--- src/sv/assert_macros.svh ---
// ----------------------------------------------------------------------------
// assert_macros.svh
// Assertion shorthands shared by the keyboard matrix modules.
// Both expect clk and an active-low rst_n in scope.
// ----------------------------------------------------------------------------
`ifndef ASSERT_MACROS_SVH
`define ASSERT_MACROS_SVH

// Condition holds at every clock edge out of reset.
`define ASSERT_ALWAYS(lbl, expr, msg) \
  lbl: assert property (@(posedge clk) disable iff (!rst_n) (expr)) else $error(msg);

// Trigger at one edge implies the consequent at the next edge.
`define ASSERT_NEXT(lbl, trig, cons, msg) \
  lbl: assert property (@(posedge clk) disable iff (!rst_n) (trig) |=> (cons)) \
    else $error(msg);

`endif

--- src/sv/kms_pkg.sv ---
// ----------------------------------------------------------------------------
// kms_pkg
// Types, codes and the fixed key table of the keyboard matrix scanner.
// ----------------------------------------------------------------------------
package kms_pkg;

  localparam int NUM_COLS = 15;
  localparam int COL_W    = $clog2(NUM_COLS);

  typedef enum logic [2:0] {
    CMD_PRESS   = 3'd0,
    CMD_RELEASE = 3'd1,
    CMD_COL_LO  = 3'd2,
    CMD_COL_HI  = 3'd3,
    CMD_READ    = 3'd4,
    CMD_READ_T0 = 3'd5,
    CMD_READ_T1 = 3'd6
  } cmd_t;

  typedef enum logic [1:0] {
    ST_IDLE,
    ST_CLOSE,
    ST_DONE
  } state_t;

  // host key codes with special handling
  localparam logic [7:0] HOST_BACK      = 8'h08;
  localparam logic [7:0] HOST_SHIFT     = 8'h10;
  localparam logic [7:0] HOST_CAPS_LOCK = 8'h14;
  localparam logic [7:0] HOST_KANA      = 8'h15;
  localparam logic [7:0] HOST_INSERT    = 8'h2d;
  localparam logic [7:0] HOST_DELETE    = 8'h2e;
  localparam logic [7:0] CODE_CAPS      = 8'hfe;
  localparam logic [7:0] CODE_KANA      = 8'hff;

  localparam logic [7:0] KEY_TABLE [NUM_COLS][8] = '{
    '{8'h00, 8'h00, 8'h00, 8'h00, 8'h00, 8'h00, 8'h00, 8'h00},
    '{8'h1b, 8'h31, 8'h32, 8'h33, 8'h34, 8'h35, 8'h36, 8'h37},
    '{8'h51, 8'h57, 8'h45, 8'h52, 8'h54, 8'h59, 8'h55, 8'h49},
    '{8'h41, 8'h53, 8'h44, 8'h46, 8'h47, 8'h48, 8'h4a, 8'h4b},
    '{8'h5a, 8'h58, 8'h43, 8'h56, 8'h42, 8'h4e, 8'h4d, 8'hbc},
    '{8'h38, 8'h39, 8'h30, 8'hbd, 8'hde, 8'hdc, 8'h13, 8'h00},
    '{8'h00, 8'h4f, 8'h50, 8'hc0, 8'hdb, 8'h2e, 8'h00, 8'h00},
    '{8'h00, 8'h4c, 8'hbb, 8'hba, 8'hdd, 8'h0d, 8'h00, 8'h00},
    '{8'h00, 8'h09, 8'h20, 8'hbe, 8'hbf, 8'he2, 8'h00, 8'h00},
    '{8'h24, 8'h67, 8'h64, 8'h61, 8'h60, 8'h25, 8'h00, 8'h00},
    '{8'h6f, 8'h68, 8'h65, 8'h62, 8'h00, 8'h27, 8'h00, 8'h00},
    '{8'h6a, 8'h69, 8'h66, 8'h63, 8'h26, 8'h28, 8'h00, 8'h00},
    '{8'h6d, 8'h6b, 8'h00, 8'h6e, 8'h00, 8'h6c, 8'h00, 8'h00},
    '{8'h00, 8'h70, 8'h71, 8'h72, 8'h73, 8'h74, 8'h00, 8'h00},
    '{8'h11, 8'h10, CODE_KANA, CODE_CAPS, 8'h12, 8'h00, 8'h00, 8'h00}
  };

  // rows behind a diode take no part in bridging
  localparam logic [7:0] DIODE_MASK [NUM_COLS] = '{
    8'h00, 8'h00, 8'h00, 8'h00, 8'h00, 8'h00, 8'h00, 8'h00,
    8'h00, 8'h00, 8'h00, 8'h00, 8'h00, 8'h00, 8'h1f
  };

  typedef struct packed {
    cmd_t       cmd;
    logic [7:0] key_code;
    logic [7:0] port_data;
  } kms_in_t;

  typedef struct packed {
    logic [7:0] read_data;
    logic       irq_level;
  } kms_out_t;

  // controller -> datapath
  typedef struct packed {
    logic accept;
    logic iterate;
    logic advance;
    logic commit;
  } kms_ctl_t;

  // datapath -> controller
  typedef struct packed {
    logic is_read;
    logic skip;
    logic settled;
    logic last_col;
    logic out_free;
  } kms_stat_t;

endpackage

--- src/sv/kms_dp.sv ---
// ----------------------------------------------------------------------------
// kms_dp
// Key map, lock toggles, column select, closure unit and result register.
// ----------------------------------------------------------------------------
`include "assert_macros.svh"

module kms_dp
  import kms_pkg::*;
(
  input  logic      clk,
  input  logic      rst_n,
  input  kms_in_t   in_data,
  input  logic      cfg_wr_en,
  input  logic      cfg_wr_data,
  input  kms_ctl_t  ctl,
  output kms_stat_t st,
  output logic      out_valid,
  input  logic      out_ready,
  output kms_out_t  out_data
);

  logic [255:0]     host_keys_r;
  logic             caps_r, kana_r, mode_b_r;
  logic [15:0]      col_sel_r;
  cmd_t             cmd_r;
  logic [7:0]       rows_r [NUM_COLS];
  logic [7:0]       acc_r, reach_r;
  logic [COL_W-1:0] col_r;
  logic             fresh_r;
  logic             out_valid_r;
  kms_out_t         out_data_r;

  logic [255:0]     held;
  logic [7:0]       rows_comb [NUM_COLS];
  logic [7:0]       bridge [NUM_COLS];
  logic [7:0]       base, reach_nxt, rd_nxt;

  // held keys including derived ones and lock positions
  always_comb begin
    held = host_keys_r;
    if (held[HOST_INSERT]) begin
      held[HOST_SHIFT]  = 1'b1;
      held[HOST_DELETE] = 1'b1;
    end
    if (held[HOST_BACK]) begin
      held[HOST_DELETE] = 1'b1;
    end
    held[CODE_CAPS] = caps_r;
    held[CODE_KANA] = kana_r;
    held[0]         = 1'b0;
  end

  always_comb begin
    for (int i = 0; i < NUM_COLS; i++) begin
      for (int j = 0; j < 8; j++) begin
        rows_comb[i][j] = held[KEY_TABLE[i][j]];
      end
      bridge[i] = rows_r[i] & ~DIODE_MASK[i];
    end
  end

  // one bridging pass over all other columns
  always_comb begin
    base      = fresh_r ? (rows_r[col_r] & ~DIODE_MASK[col_r]) : reach_r;
    reach_nxt = base;
    for (int c = 0; c < NUM_COLS; c++) begin
      if ((COL_W'(c) != col_r) && ((bridge[c] & base) != 8'h00)) begin
        reach_nxt = reach_nxt | bridge[c];
      end
    end
  end

  always_comb begin
    case (cmd_r)
      CMD_READ:    rd_nxt = ~acc_r;
      CMD_READ_T0: rd_nxt = mode_b_r ? 8'h00 : 8'h01;
      CMD_READ_T1: rd_nxt = 8'h01;
      default:     rd_nxt = 8'h00;
    endcase
  end

  assign st.is_read  = (in_data.cmd == CMD_READ);
  assign st.skip     = col_sel_r[col_r];
  assign st.settled  = !fresh_r && (reach_nxt == reach_r);
  assign st.last_col = (col_r == COL_W'(NUM_COLS - 1));
  assign st.out_free = !out_valid_r || out_ready;

  always_ff @(posedge clk) begin
    if (!rst_n) begin
      host_keys_r <= '0;
      caps_r      <= 1'b0;
      kana_r      <= 1'b0;
      mode_b_r    <= 1'b0;
      col_sel_r   <= '0;
      col_r       <= '0;
      fresh_r     <= 1'b1;
      out_valid_r <= 1'b0;
    end else begin
      if (cfg_wr_en) begin
        mode_b_r <= cfg_wr_data;
      end
      if (ctl.accept) begin
        case (in_data.cmd)
          CMD_PRESS: begin
            host_keys_r[in_data.key_code] <= 1'b1;
            if (in_data.key_code == HOST_CAPS_LOCK) begin
              caps_r <= ~caps_r;
            end else if (in_data.key_code == HOST_KANA) begin
              kana_r <= ~kana_r;
            end
          end
          CMD_RELEASE: host_keys_r[in_data.key_code] <= 1'b0;
          CMD_COL_LO:  col_sel_r[7:0]  <= in_data.port_data;
          CMD_COL_HI:  col_sel_r[15:8] <= in_data.port_data;
          default: ;
        endcase
        col_r   <= '0;
        fresh_r <= 1'b1;
      end else if (ctl.advance) begin
        col_r   <= st.last_col ? '0 : col_r + COL_W'(1);
        fresh_r <= 1'b1;
      end else if (ctl.iterate) begin
        fresh_r <= 1'b0;
      end
      if (ctl.commit) begin
        out_valid_r <= 1'b1;
      end else if (out_ready) begin
        out_valid_r <= 1'b0;
      end
    end
  end

  // payload registers
  always_ff @(posedge clk) begin
    if (ctl.accept) begin
      cmd_r  <= in_data.cmd;
      rows_r <= rows_comb;
      acc_r  <= 8'h00;
    end else if (ctl.advance) begin
      if (!st.skip) begin
        acc_r <= acc_r | rows_r[col_r] | reach_r;
      end
    end else if (ctl.iterate) begin
      reach_r <= reach_nxt;
    end
    if (ctl.commit) begin
      out_data_r.read_data <= rd_nxt;
      out_data_r.irq_level <= col_sel_r[15];
    end
  end

  assign out_valid = out_valid_r;
  assign out_data  = out_data_r;

  `ASSERT_NEXT(a_press_sets_key, ctl.accept && in_data.cmd == CMD_PRESS,
               host_keys_r[$past(in_data.key_code)], "pressed key not recorded")
  `ASSERT_NEXT(a_skip_keeps_acc, ctl.advance && !ctl.accept && st.skip,
               acc_r == $past(acc_r), "deselected column changed accumulator")
  `ASSERT_ALWAYS(a_col_range, col_r <= COL_W'(NUM_COLS - 1), "column counter out of range")

endmodule

--- src/sv/kms_ctrl.sv ---
// ----------------------------------------------------------------------------
// kms_ctrl
// Sequencer: takes an item, walks the closure over the columns for a data read, commits.
// ----------------------------------------------------------------------------
`include "assert_macros.svh"

module kms_ctrl
  import kms_pkg::*;
(
  input  logic      clk,
  input  logic      rst_n,
  input  logic      in_valid,
  output logic      in_ready,
  input  kms_stat_t st,
  output kms_ctl_t  ctl
);

  state_t state_r, state_nxt;

  always_ff @(posedge clk) begin
    if (!rst_n) begin
      state_r <= ST_IDLE;
    end else begin
      state_r <= state_nxt;
    end
  end

  always_comb begin
    state_nxt = state_r;
    ctl       = '0;
    in_ready  = 1'b0;
    case (state_r)
      ST_IDLE: begin
        in_ready = 1'b1;
        if (in_valid) begin
          ctl.accept = 1'b1;
          state_nxt  = st.is_read ? ST_CLOSE : ST_DONE;
        end
      end
      ST_CLOSE: begin
        if (st.skip || st.settled) begin
          ctl.advance = 1'b1;
          if (st.last_col) begin
            state_nxt = ST_DONE;
          end
        end else begin
          ctl.iterate = 1'b1;
        end
      end
      ST_DONE: begin
        if (st.out_free) begin
          ctl.commit = 1'b1;
          state_nxt  = ST_IDLE;
        end
      end
      default: state_nxt = ST_IDLE;
    endcase
  end

  `ASSERT_NEXT(a_read_enters_close, state_r == ST_IDLE && in_valid && st.is_read,
               state_r == ST_CLOSE, "data read did not start closure")
  `ASSERT_NEXT(a_last_col_done, state_r == ST_CLOSE && st.last_col && (st.skip || st.settled),
               state_r == ST_DONE, "closure did not finish after last column")

endmodule

--- src/sv/key_matrix_scan_ghosting.sv ---
// ----------------------------------------------------------------------------
// key_matrix_scan_ghosting
// Keyboard matrix with phantom-key ghosting, one result per item.
// ----------------------------------------------------------------------------
// Each item gives exactly one result. Press, release, column writes and the
// T0/T1 reads pass through accept, then the result register. A data read
// also walks the closure between the two: a column whose select bit is high
// is skipped, and a selected column takes one bridging pass that also loads
// the column, then further passes while the reach still grows, until a pass
// finds it settled. The closure is done by a single bridging unit that ORs
// in every other non-diode column overlapping the current reach in one pass.
// A new item is taken once the previous one has reached the output register,
// even while that result still waits to be taken.
// irq_level reflects bit 7 of the last column-high write, after this item.
// ----------------------------------------------------------------------------
module key_matrix_scan_ghosting
  import kms_pkg::*;
(
  input  logic     clk,
  input  logic     rst_n,
  // item input
  input  logic     in_valid,
  output logic     in_ready,
  input  kms_in_t  in_data,
  // result output
  output logic     out_valid,
  input  logic     out_ready,
  output kms_out_t out_data,
  // mode register (1 = mode B)
  input  logic     cfg_wr_en,
  input  logic     cfg_wr_data
);

  kms_ctl_t  ctl;
  kms_stat_t st;

  // sequencer: idle / closure walk / commit
  kms_ctrl u_ctrl (
    .clk      (clk),
    .rst_n    (rst_n),
    .in_valid (in_valid),
    .in_ready (in_ready),
    .st       (st),
    .ctl      (ctl)
  );

  // key map, column select and bridging unit
  kms_dp u_dp (
    .clk         (clk),
    .rst_n       (rst_n),
    .in_data     (in_data),
    .cfg_wr_en   (cfg_wr_en),
    .cfg_wr_data (cfg_wr_data),
    .ctl         (ctl),
    .st          (st),
    .out_valid   (out_valid),
    .out_ready   (out_ready),
    .out_data    (out_data)
  );

endmodule
--- config.mk ---
export PLATFORM = sky130hd
export DESIGN_NAME = key_matrix_scan_ghosting
export DESIGN_NICKNAME = d
export VERILOG_FILES = /design/src/sv/kms_pkg.sv /design/src/sv/kms_dp.sv /design/src/sv/kms_ctrl.sv /design/src/sv/key_matrix_scan_ghosting.sv
export VERILOG_INCLUDE_DIRS = /design/src /design/src/sv
export SDC_FILE = /design/constraint.sdc
export NUM_CORES = 1
export LEC_CHECK = 0
export ABC_CLOCK_PERIOD_IN_PS = 8800
export CORE_UTILIZATION = 25
export CTS_BUF_LIST = sky130_fd_sc_hd__clkbuf_4 sky130_fd_sc_hd__clkbuf_8
export CTS_CLUSTER_SIZE = 20
export DETAILED_ROUTE_END_ITERATION = 10
export DONT_BUFFER_PORTS = 1
export GPL_ROUTABILITY_DRIVEN = 0
export MAX_ROUTING_LAYER = met4
export PLACE_DENSITY_LB_ADDON = 0.15
export RECOVER_POWER = 100
export SETUP_SLACK_MARGIN = 0.1
export SLEW_MARGIN = 20
export SYNTH_ARGS = -nofsm -noshare
export SYNTH_HDL_FRONTEND = slang
export SYNTH_SLANG_ARGS = --single-unit
--- constraint.sdc ---
create_clock -name clk -period 8.8 [get_ports clk]
set_input_delay 1.32 -clock clk [delete_from_list [all_inputs] [get_ports clk]]
set_output_delay 1.32 -clock clk [all_outputs]
set_load 0.005 [all_outputs]
[Word-level counts from Yosys, hierarchy flattened]
Memory sizes are Yosys's and may differ from the RTL's.
Cells that the tools add are included.
Storage, ports and cells
  memories kept: 1
  logic and storage cells: 199
  output and inout bits: 11
  register bits: 396
  ROM bits: 128
Operators by class
  eq/ne operators: 30
  reduce and logical (&&, ||, !) cells: 47
  bitwise gates (word level): 42
  magnitude comparators: 4
  $add $sub $neg: 1
  mux-type cells: 43
Memories
  (no name shown): words 16, bits a word 8, rd ports 1, clocked after memory_dff 0, write ports 0, RTL line kms_dp.sv:64  | base = fresh_r ? (rows_r[col_r] & ~DIODE_MASK[col_r]) : reach_r;
Operators with widths (count)
  case mux 256 bit (2 select lines): 1
  bitwise AND 256 bit: 1
  inverter 256 bit: 1
  bitwise OR 256 bit: 1
  2-to-1 mux 8 bit: 18
  nonzero test 8 bit: 13
  bitwise AND 6 x 8 -> 8 bit: 8
  bitwise OR 8 x 6 -> 8 bit: 8
  bitwise OR 8 bit: 6
  bitwise AND 8 bit: 5
  binary-select mux 8 bit (select 4 bit): 1
  inequality test 4 bit (first input constant): 6
  case mux 8 bit (3 select lines): 1
  equality test 8 x 5 -> 1 bit (second input constant): 2
  inequality test 3 x 4 -> 1 bit (first input constant): 4
  inverter 8 bit: 2
  logical AND 1 bit: 15
  equality test 3 bit (second input constant): 4
  2-to-1 mux 1 bit: 12
  2-to-1 mux 2 bit: 6
  < comparator 8 x 9 -> 1 bit (second input constant): 1
  bitwise AND 7 x 8 -> 8 bit: 1
  demux 1 bit (select 8 bit): 1
  equality test 8 bit: 1
  other kinds (29): 48

[Longest topological paths before layout]
Gate-level depths: netlist (run 1).
  depth in word-level cells: 42
  mapped depth: 17
  mapped depth without buffers: 13

[By module]
A second synthesis (run 1) with hierarchy kept.
Unflattened totals
  cells, all modules: 1061
  area total of the unflattened synthesis: 10835.4 µm²
By module, submodules not included
  kms_dp: times used 1, area each 10685.2 µm², cells each 1042, seq. area each 5515.3 µm²
  kms_ctrl: times used 1, area each 150.1 µm², cells each 19, seq. area each 40.0 µm²

[Worst setup path before layout (run 1)]
No wires, ideal clock.
  path type: in2reg
  start point: in in_valid
  end point: reg u_dp.col_sel_r[0]
  arrival time: 5539 ps
  path slack: 3140 ps
  path buffers: 1
  stages: 6
  path through: nand2_1 inv_1 clkbuf_1 nand3_1 mux2i_1 nor2b_1
RTL lines
  start: declaration: RTL line key_matrix_scan_ghosting.sv:22  | input logic in_valid,
  end signal: assignment: RTL line kms_dp.sv:113  | CMD_COL_LO: col_sel_r[7:0] <= in_data.port_data;
  end: declaration: RTL line kms_dp.sv:24  | logic [15:0] col_sel_r;

[Worst setup path in the final report (run 1)]
  start point: reg u_dp.col_r[1]
  end point: reg u_dp.reach_r[3] (enable)
Between the ends
  word-level cells in the longest chain between the ends: 42
  elaborated cells between the ends (all ways): 98
  classes of those cells: eq/ne (14); mux (24); bitwise (30); reduce/logical (29); memory (1)
Ends and longest elaborated chain
  start: declaration: RTL line kms_dp.sv:28  | logic [COL_W-1:0] col_r;
  start signal: assignment: RTL line kms_dp.sv:120  | col_r <= st.last_col ? '0 : col_r + COL_W'(1);
  inverter 4 -> 5 bit (not written as such): RTL line kms_dp.sv:64
  memory (16 x 8 bit)
  2-to-1 mux 8 bit (not written as such) (2 in series): RTL line kms_dp.sv:64
  inverter 8 bit: RTL line kms_dp.sv:64
  bitwise AND 8 bit: RTL line kms_dp.sv:64
  2-to-1 mux 8 bit: RTL line kms_dp.sv:64
  bitwise AND 8 bit: RTL line kms_dp.sv:67  | if ((COL_W'(c) != col_r) && ((bridge[c] & base) != 8'h00)) begin
  nonzero test 8 bit: RTL line kms_dp.sv:67
  [... 26 more ...]
  net u_dp.reach_nxt[0]: RTL line kms_dp.sv:36  | logic [7:0] base, reach_nxt, rd_nxt;
  equality test 8 bit (*): RTL line kms_dp.sv:84  | assign st.settled = !fresh_r && (reach_nxt == reach_r);
  logical AND 1 bit (*): RTL line kms_dp.sv:84
  logical OR 1 bit (*): RTL line kms_ctrl.sv:41  | if (st.skip || st.settled) begin
  2-to-1 mux 1 bit: RTL line kms_ctrl.sv:41
  2-to-1 mux 2 bit (*): RTL line kms_ctrl.sv:32  | case (state_r)
  inverter 1 bit (no line)
  AND reduction 3 bit (no line) (*)
  end signal: assignment: RTL line kms_dp.sv:144  | reach_r <= reach_nxt;
  end: declaration: RTL line kms_dp.sv:27  | logic [7:0] acc_r, reach_r;
The timed path passes the listed nets; every way through them passes the cells marked *. The select of a mux whose other input is x is not followed.
A chain may end at the register's enable or synchronous reset.

==> reports/qor.yml, run 1 <==
synth:
  synthTopCellsByArea: "edfxtp_1, dfxtp_1, o311a_1"
  synth_nets: 1157
  synth_edf_count: 105
  avgSynthCellArea_sq_um: 10.2
  synthCells: 1132
  ys.flop_type: "dfxtp_1"
  synthesis.area_sq_um: 11500
  yosysSeqAreaShare: 0.482
  yosysMostFrequentCell: "nand2_1"
  async_flop_share: 0
  yosysTopAreaCellShare: 0.274
  synth_cell_type_count: 88
  synth_common_cells: "nand2_1, dfxtp_1, edfxtp_1, a21oi_1, nor2_1"
  synth_top_area_cell: "edfxtp_1"
  synth_warnings: 0
  ys_ff_latch: 225
floorplan:
  die_h_um: 217
  die_area_sq_um: 46900
  die_width_um: 217
  start_util: 0.254
  ios: 36
  row_count: 78
  core-area_sq_um: 45400
setup_path:
  arrival_ps: 7230
  worstPathMaxFanout: 56
  crit_path_end_kind: "register"
  rr_worst_depth: 13
  crit_path_start_kind: "register"
  crit_type: "reg2reg"
  critPathRequiredTime_ps: 9030
  r2r_start: "u_dp.col_r[1]"
  rrSetupSlack_ps: 1800
  reg2reg_to: "u_dp.reach_r[3]"
sta:
  setup-tns-final_ps: 0
  setup_viol: 0
  rsz0062_at_grt: "false"
  clock.fmax_ghz: 0.143
  slew_headroom: -1.07
  fin_crit_ps: 7000
  slew_viol_final: 101
  skew_ps: 36.3
  finalHoldViolCount: 0
  final.period_utilization: 0.795
  worst_pin_slew_ps: 3100
final_layout:
  num_antenna_cells: 0
  final_cells: 1752
  syn_to_final_growth_pct: 11.8
  final_nets: 1142
  drive_gt1_frac: 0.117
pwr:
  total_power_mw: 2.37
  p_sw_mw: 0.596
  p_clk_frac: 0.457
  swShare: 0.251
  p_int_mw: 1.77
  vdd_drop_max_v: 0.0000758
  seqPwrFrac: 0.498
  powerDensity_nw_per_um2: 184
  power_frac_comb: 0.045
  power.leakage_nw: 4.31
routing:
  drc: 0
  ant_nets: 0
  drtIter0Drc: 1027
  vias_per_cell: 5.51
  drt_first_pass_iters: 6
  wirelength_um: 43700
  vias: 9649
  wl_per_cell_um: 24.9
run_status:
  violations: "max-capacitance violations, max-slew violations"
  outcome: "complete, but fails checks"
grt:
  grt_pass1_vias: 9245
  grt_max_degree: 110
  grtUsageTotal: 0.191
  antenna_found_initial: 0
  grt_overflow: 0
  grt_pass1_wl_um: 64000
clock_network:
  cts_tree: "done"
  post-cts-setup-buffer-count: 0
  clk_path_buf_depth: 3
  insertion_delay_ps: 620
  clk_pin_slew_ps: 60
  cts_root_buf: "clkbuf_8"
  cts.sinks: 225
  cts_resized: 0
  holdBufCountCts: 0
  htree_num_levels: 2
  numCtsBuffers: 44
hold_path:
  hp-class: "reg2reg"
  hold_depth: 0
  hold_end: "u_dp.bridge[17]"
place:
  portBuffers: 0
  place_inst: 1671
  place_hpwl_um: 31000
flow_run:
  cap_violations: 2
==> metal layers <==
metal  routed length, um  GRT usage  share of wire
met4                1790     0.0749          0.041
met1               19200      0.248           0.44
met3                3880     0.0501          0.089
met2               18900      0.281           0.43
met5                   0          -              0
==> stage by stage <==
stage,hold WS [ps],utilization,instance area (sq um),setup WS [ps]
floorplan,402,-,11500,3140
global placement,407,0.265,12000,3250
detailed placement,410,0.265,12000,3250
CTS,417,0.285,12900,3230
global route,422,0.284,12900,1430
finish,418,0.284,12900,1800
==> final cells by class <==
type,instances,area [sq um]
fillers,4814,32500
flip-flops and latches,225,5560
multi-input cells,803,5460
clock buffers,69,843
well taps,600,751
inverters,31,118
repair buffers,12,75.1
clock inverters,12,67.6
==> worst max-delay path, cell delays in order, from the launching register on <==
cell and delay [ps]:
dfxtp_2 310, buf_4 590, nor2b_1 340, a221o_1 480, a211oi_1 740, o22ai_1 520, a2111oi_0 1250, a31oi_4 300
a2111oi_0 660, nand3_1 300, xnor2_2 210, o211ai_1 150, o41ai_4 150, nor2_1 580
==> worst max path at each step <==
stage / startpoint / end / slack, ps / cells past startpoint
2_1_floorplan: in_valid / u_dp.col_sel_r[0] / 3140 / 6
6_report: u_dp.col_r[1] / u_dp.reach_r[3] / 1800 / 13
3_3_place_gp: u_dp.col_r[1] / u_dp.reach_r[4] / 3250 / 13
5_1_grt: u_dp.col_r[1] / u_dp.acc_r[7] / 1430 / 14
3_5_place_dp: u_dp.col_r[1] / u_dp.acc_r[7] / 3250 / 14
4_1_cts: u_dp.col_r[1] / u_dp.acc_r[7] / 3230 / 14
==> placed cells by master (no fill, tap or decap), drive strengths merged, types with 6 or more instances in the layout <==
cell type,instances
o22ai,7
a32oi,11
nand2,124
a2111oi,11
o21ai,16
dfxtp,120
nand3b,13
mux4,6
buf,8
o311a,47
nor3b,31
o21bai,50
mux2i,45
nor4,14
nor3,14
and2,12
a21oi,81
nor2b,41
nand2b,11
or3b,6
edfxtp,105
a31oi,9
a22oi,16
nand3,34
inv,33
a21boi,17
nand4,10
a221oi,8
nor2,70
a211oi,11
and3,7
o211ai,8
or2,6
clkbuf,73
clkinv,9
==> logic make-up (layout without fill, tap and decap cells) <==
kind of cell,Yosys count,in the layout,synth area share
compound gates,334,334,0.230
flops,225,225,0.482
xor+xnor,7,7,0.00663
simple gates,406,406,0.185
buf+inv,104,124,0.0399
mux,56,56,0.0560
==> power groups by stage <==
stage                     Sequential, mW  Clock, mW  Combinational, mW
after floorplan                     1.17          0             0.0847
after detailed placement            1.20          0              0.107
final                               1.18       1.08              0.106
after global routing                1.18       1.17              0.115
after global placement              1.20          0              0.108
after CTS                           1.18       1.12              0.107
No activity file was read; power rests on OpenSTA's default activity.
==> run 2, diff against run 1 <==
--- a/config.mk
+++ b/config.mk
@@ -6,7 +6,7 @@
 export SDC_FILE = /design/constraint.sdc
 export NUM_CORES = 1
 export LEC_CHECK = 0
-export ABC_CLOCK_PERIOD_IN_PS = 8800
+export ABC_CLOCK_PERIOD_IN_PS = 5910
 export CORE_UTILIZATION = 25
 export CTS_BUF_LIST = sky130_fd_sc_hd__clkbuf_4 sky130_fd_sc_hd__clkbuf_8
 export CTS_CLUSTER_SIZE = 20
==> constraint.sdc (replaced) <==
create_clock -name clk -period 5.91 [get_ports clk]
set_input_delay 0.8865 -clock clk [delete_from_list [all_inputs] [get_ports clk]]
set_output_delay 0.8865 -clock clk [all_outputs]
set_load 0.005 [all_outputs]
==> run 2 against run 1 <==
Largest cell class unchanged. Hold slack worse by 14 ps. Largest power group unchanged. The run still ends with max-capacitance violations, max-slew violations left. Global-route usage hardly changed. Highest routed layer unchanged. Wire length is 0.27% lower. Critical path depth is 1 higher.
==> reports/qor.yml, run 2 (synthesis results as in run 1) <==
run_status:
  outcome: "complete, but fails checks"
  violations: "max-capacitance violations, max-slew violations"
routing:
  drtIter0Drc: 1072
  vias_per_cell: 5.42
  met2WireLength_um: 18800
  ant_nets: 0
  wirelength_um: 43600
  wl_per_cell_um: 24.8
  met1_length_um: 19400
  vias: 9523
  drt_first_pass_iters: 7
  route.met3.wl_um: 3560
  top_layer: "met4"
  drc: 0
clock_network:
  clk_pin_slew_ps: 60
  insertion_delay_ps: 600
  cts_root_buf: "clkbuf_8"
  htree_num_levels: 2
  cts_tree: "done"
  numCtsBuffers: 41
  post-cts-setup-buffer-count: 0
  clk_path_buf_depth: 3
  cts.sinks: 225
flow_run:
  cap_violations: 1
pwr:
  total_power_mw: 3.52
  vdd_drop_max_v: 0.000141
  power.leakage_nw: 4.35
  powerDensity_nw_per_um2: 271
floorplan:
  core-area_sq_um: 45400
  die_area_sq_um: 46900
  die_width_um: 217
  row_count: 78
  ios: 36
  start_util: 0.254
  die_h_um: 217
grt:
  antenna_found_initial: 3
  grt_max_degree: 110
  grt_pass1_vias: 9117
  grt_overflow: 0
  grtUsageTotal: 0.191
  grt_pass1_wl_um: 64000
sta:
  fin_crit_ps: 5780
  setup-tns-final_ps: 0
  rsz0062_at_grt: "false"
  clock.fmax_ghz: 0.173
  final.period_utilization: 0.979
  slew_headroom: -0.544
  worst_pin_slew_ps: 2300
  skew_ps: 23.7
  whs_ps: 405
  slew_viol_final: 47
  setup_viol: 0
  finalHoldViolCount: 0
final_layout:
  layout_common_cells: "nand2_1, dfxtp_1, edfxtp_1, a21oi_1, nor2_1"
  drive_gt1_frac: 0.126
  final_nets: 1148
  final_common_cell: "nand2_1"
  syn_to_final_growth_pct: 12.8
setup_path:
  arrival_ps: 6210
  crit_type: "reg2reg"
  worstPathMaxFanout: 20
  crit_path_start_kind: "register"
  critPathRequiredTime_ps: 6340
  crit_path_end_kind: "register"
place:
  place_hpwl_um: 31600
  portBuffers: 0
hold_path:
  hp-class: "in2reg"
## run 2: changes by cell type in the layout (fill, tap and decap cells not counted), moves of 2 or more
cell       delta
buf_4        +10
clkbuf_4      -4
a2111oi_0     -3
clkbuf_8      -3
diode_2       +3
bufinv_16     +2
clkbuf_1      -2
clkinv_2      -2
o21ai_0       +2
o21ai_1       -2
## run 2: cell type report
type                       instances  area, sq um
antenna                            3         7.51
clock buffer                      62          772
clock inverter                    13          120
fill                            4775        32400
inverter                          31          118
multi-input combinational        803         5520
sequential                       225         5560
tap                              600          751
timing repair buffer              21          148
## run 2: what timing repair did
action	in CTS	in global routing
hold buffers	0	0
endpoints found under the setup margin	0	14
resized for setup	0	4
## run 2: worst max-delay path, stage by stage (launching register included)
cell and delay (ps):
dfxtp_1 740, buf_4 380, nand3b_1 140, a211oi_1 120
or2_2 390, a31o_2 260, a211oi_1 580, a31oi_1 470
a2111oi_1 770, nand3_1 250, nor3_1 320, o211ai_1 190
o41ai_4 470, nand2_1 130, o31ai_1 390
## run 2: path summary, 6_finish.rpt
check | start | to | slack (ps) | cells after the start
worst min-delay path | in_data[18] | u_dp.cmd_r[2] | 400 | 0
worst max register to register | u_dp.col_r[2] | u_dp.col_r[3] | 130 | 14
worst min register to register | register | u_dp.bridge[59] | 420 | 0
worst max-delay path | u_dp.col_r[2] | u_dp.col_r[3] | 130 | 14
## run 2: power by group
group | internal, mW | leakage (nW) | switching (mW)
clock network | 0.926 | 0.468 | 0.677
logic | 0.0495 | 1.87 | 0.104
registers | 1.68 | 2.01 | 0.0795
total | 2.66 | 4.35 | 0.861
## run 2: routing by layer
metal,global-route usage,up-vias
met1,0.250,4620
met2,0.275,454
li1,-,4312
met3,0.0507,137
met4,0.0824,0
met5,-,-
## run 2: per-stage QoR
step | setup WS, ps | instance area [sq um] | cells | utilization
final | 127 | 13000 | 1758 | 0.286
after global routing | 63.7 | 13000 | 1758 | 0.286
after CTS | 258 | 13000 | 1755 | 0.286
after detailed placement | 276 | 12100 | 1680 | 0.267
after global placement | 111 | 12100 | 1680 | 0.267
after floorplan | 683 | 11500 | 1132 | -
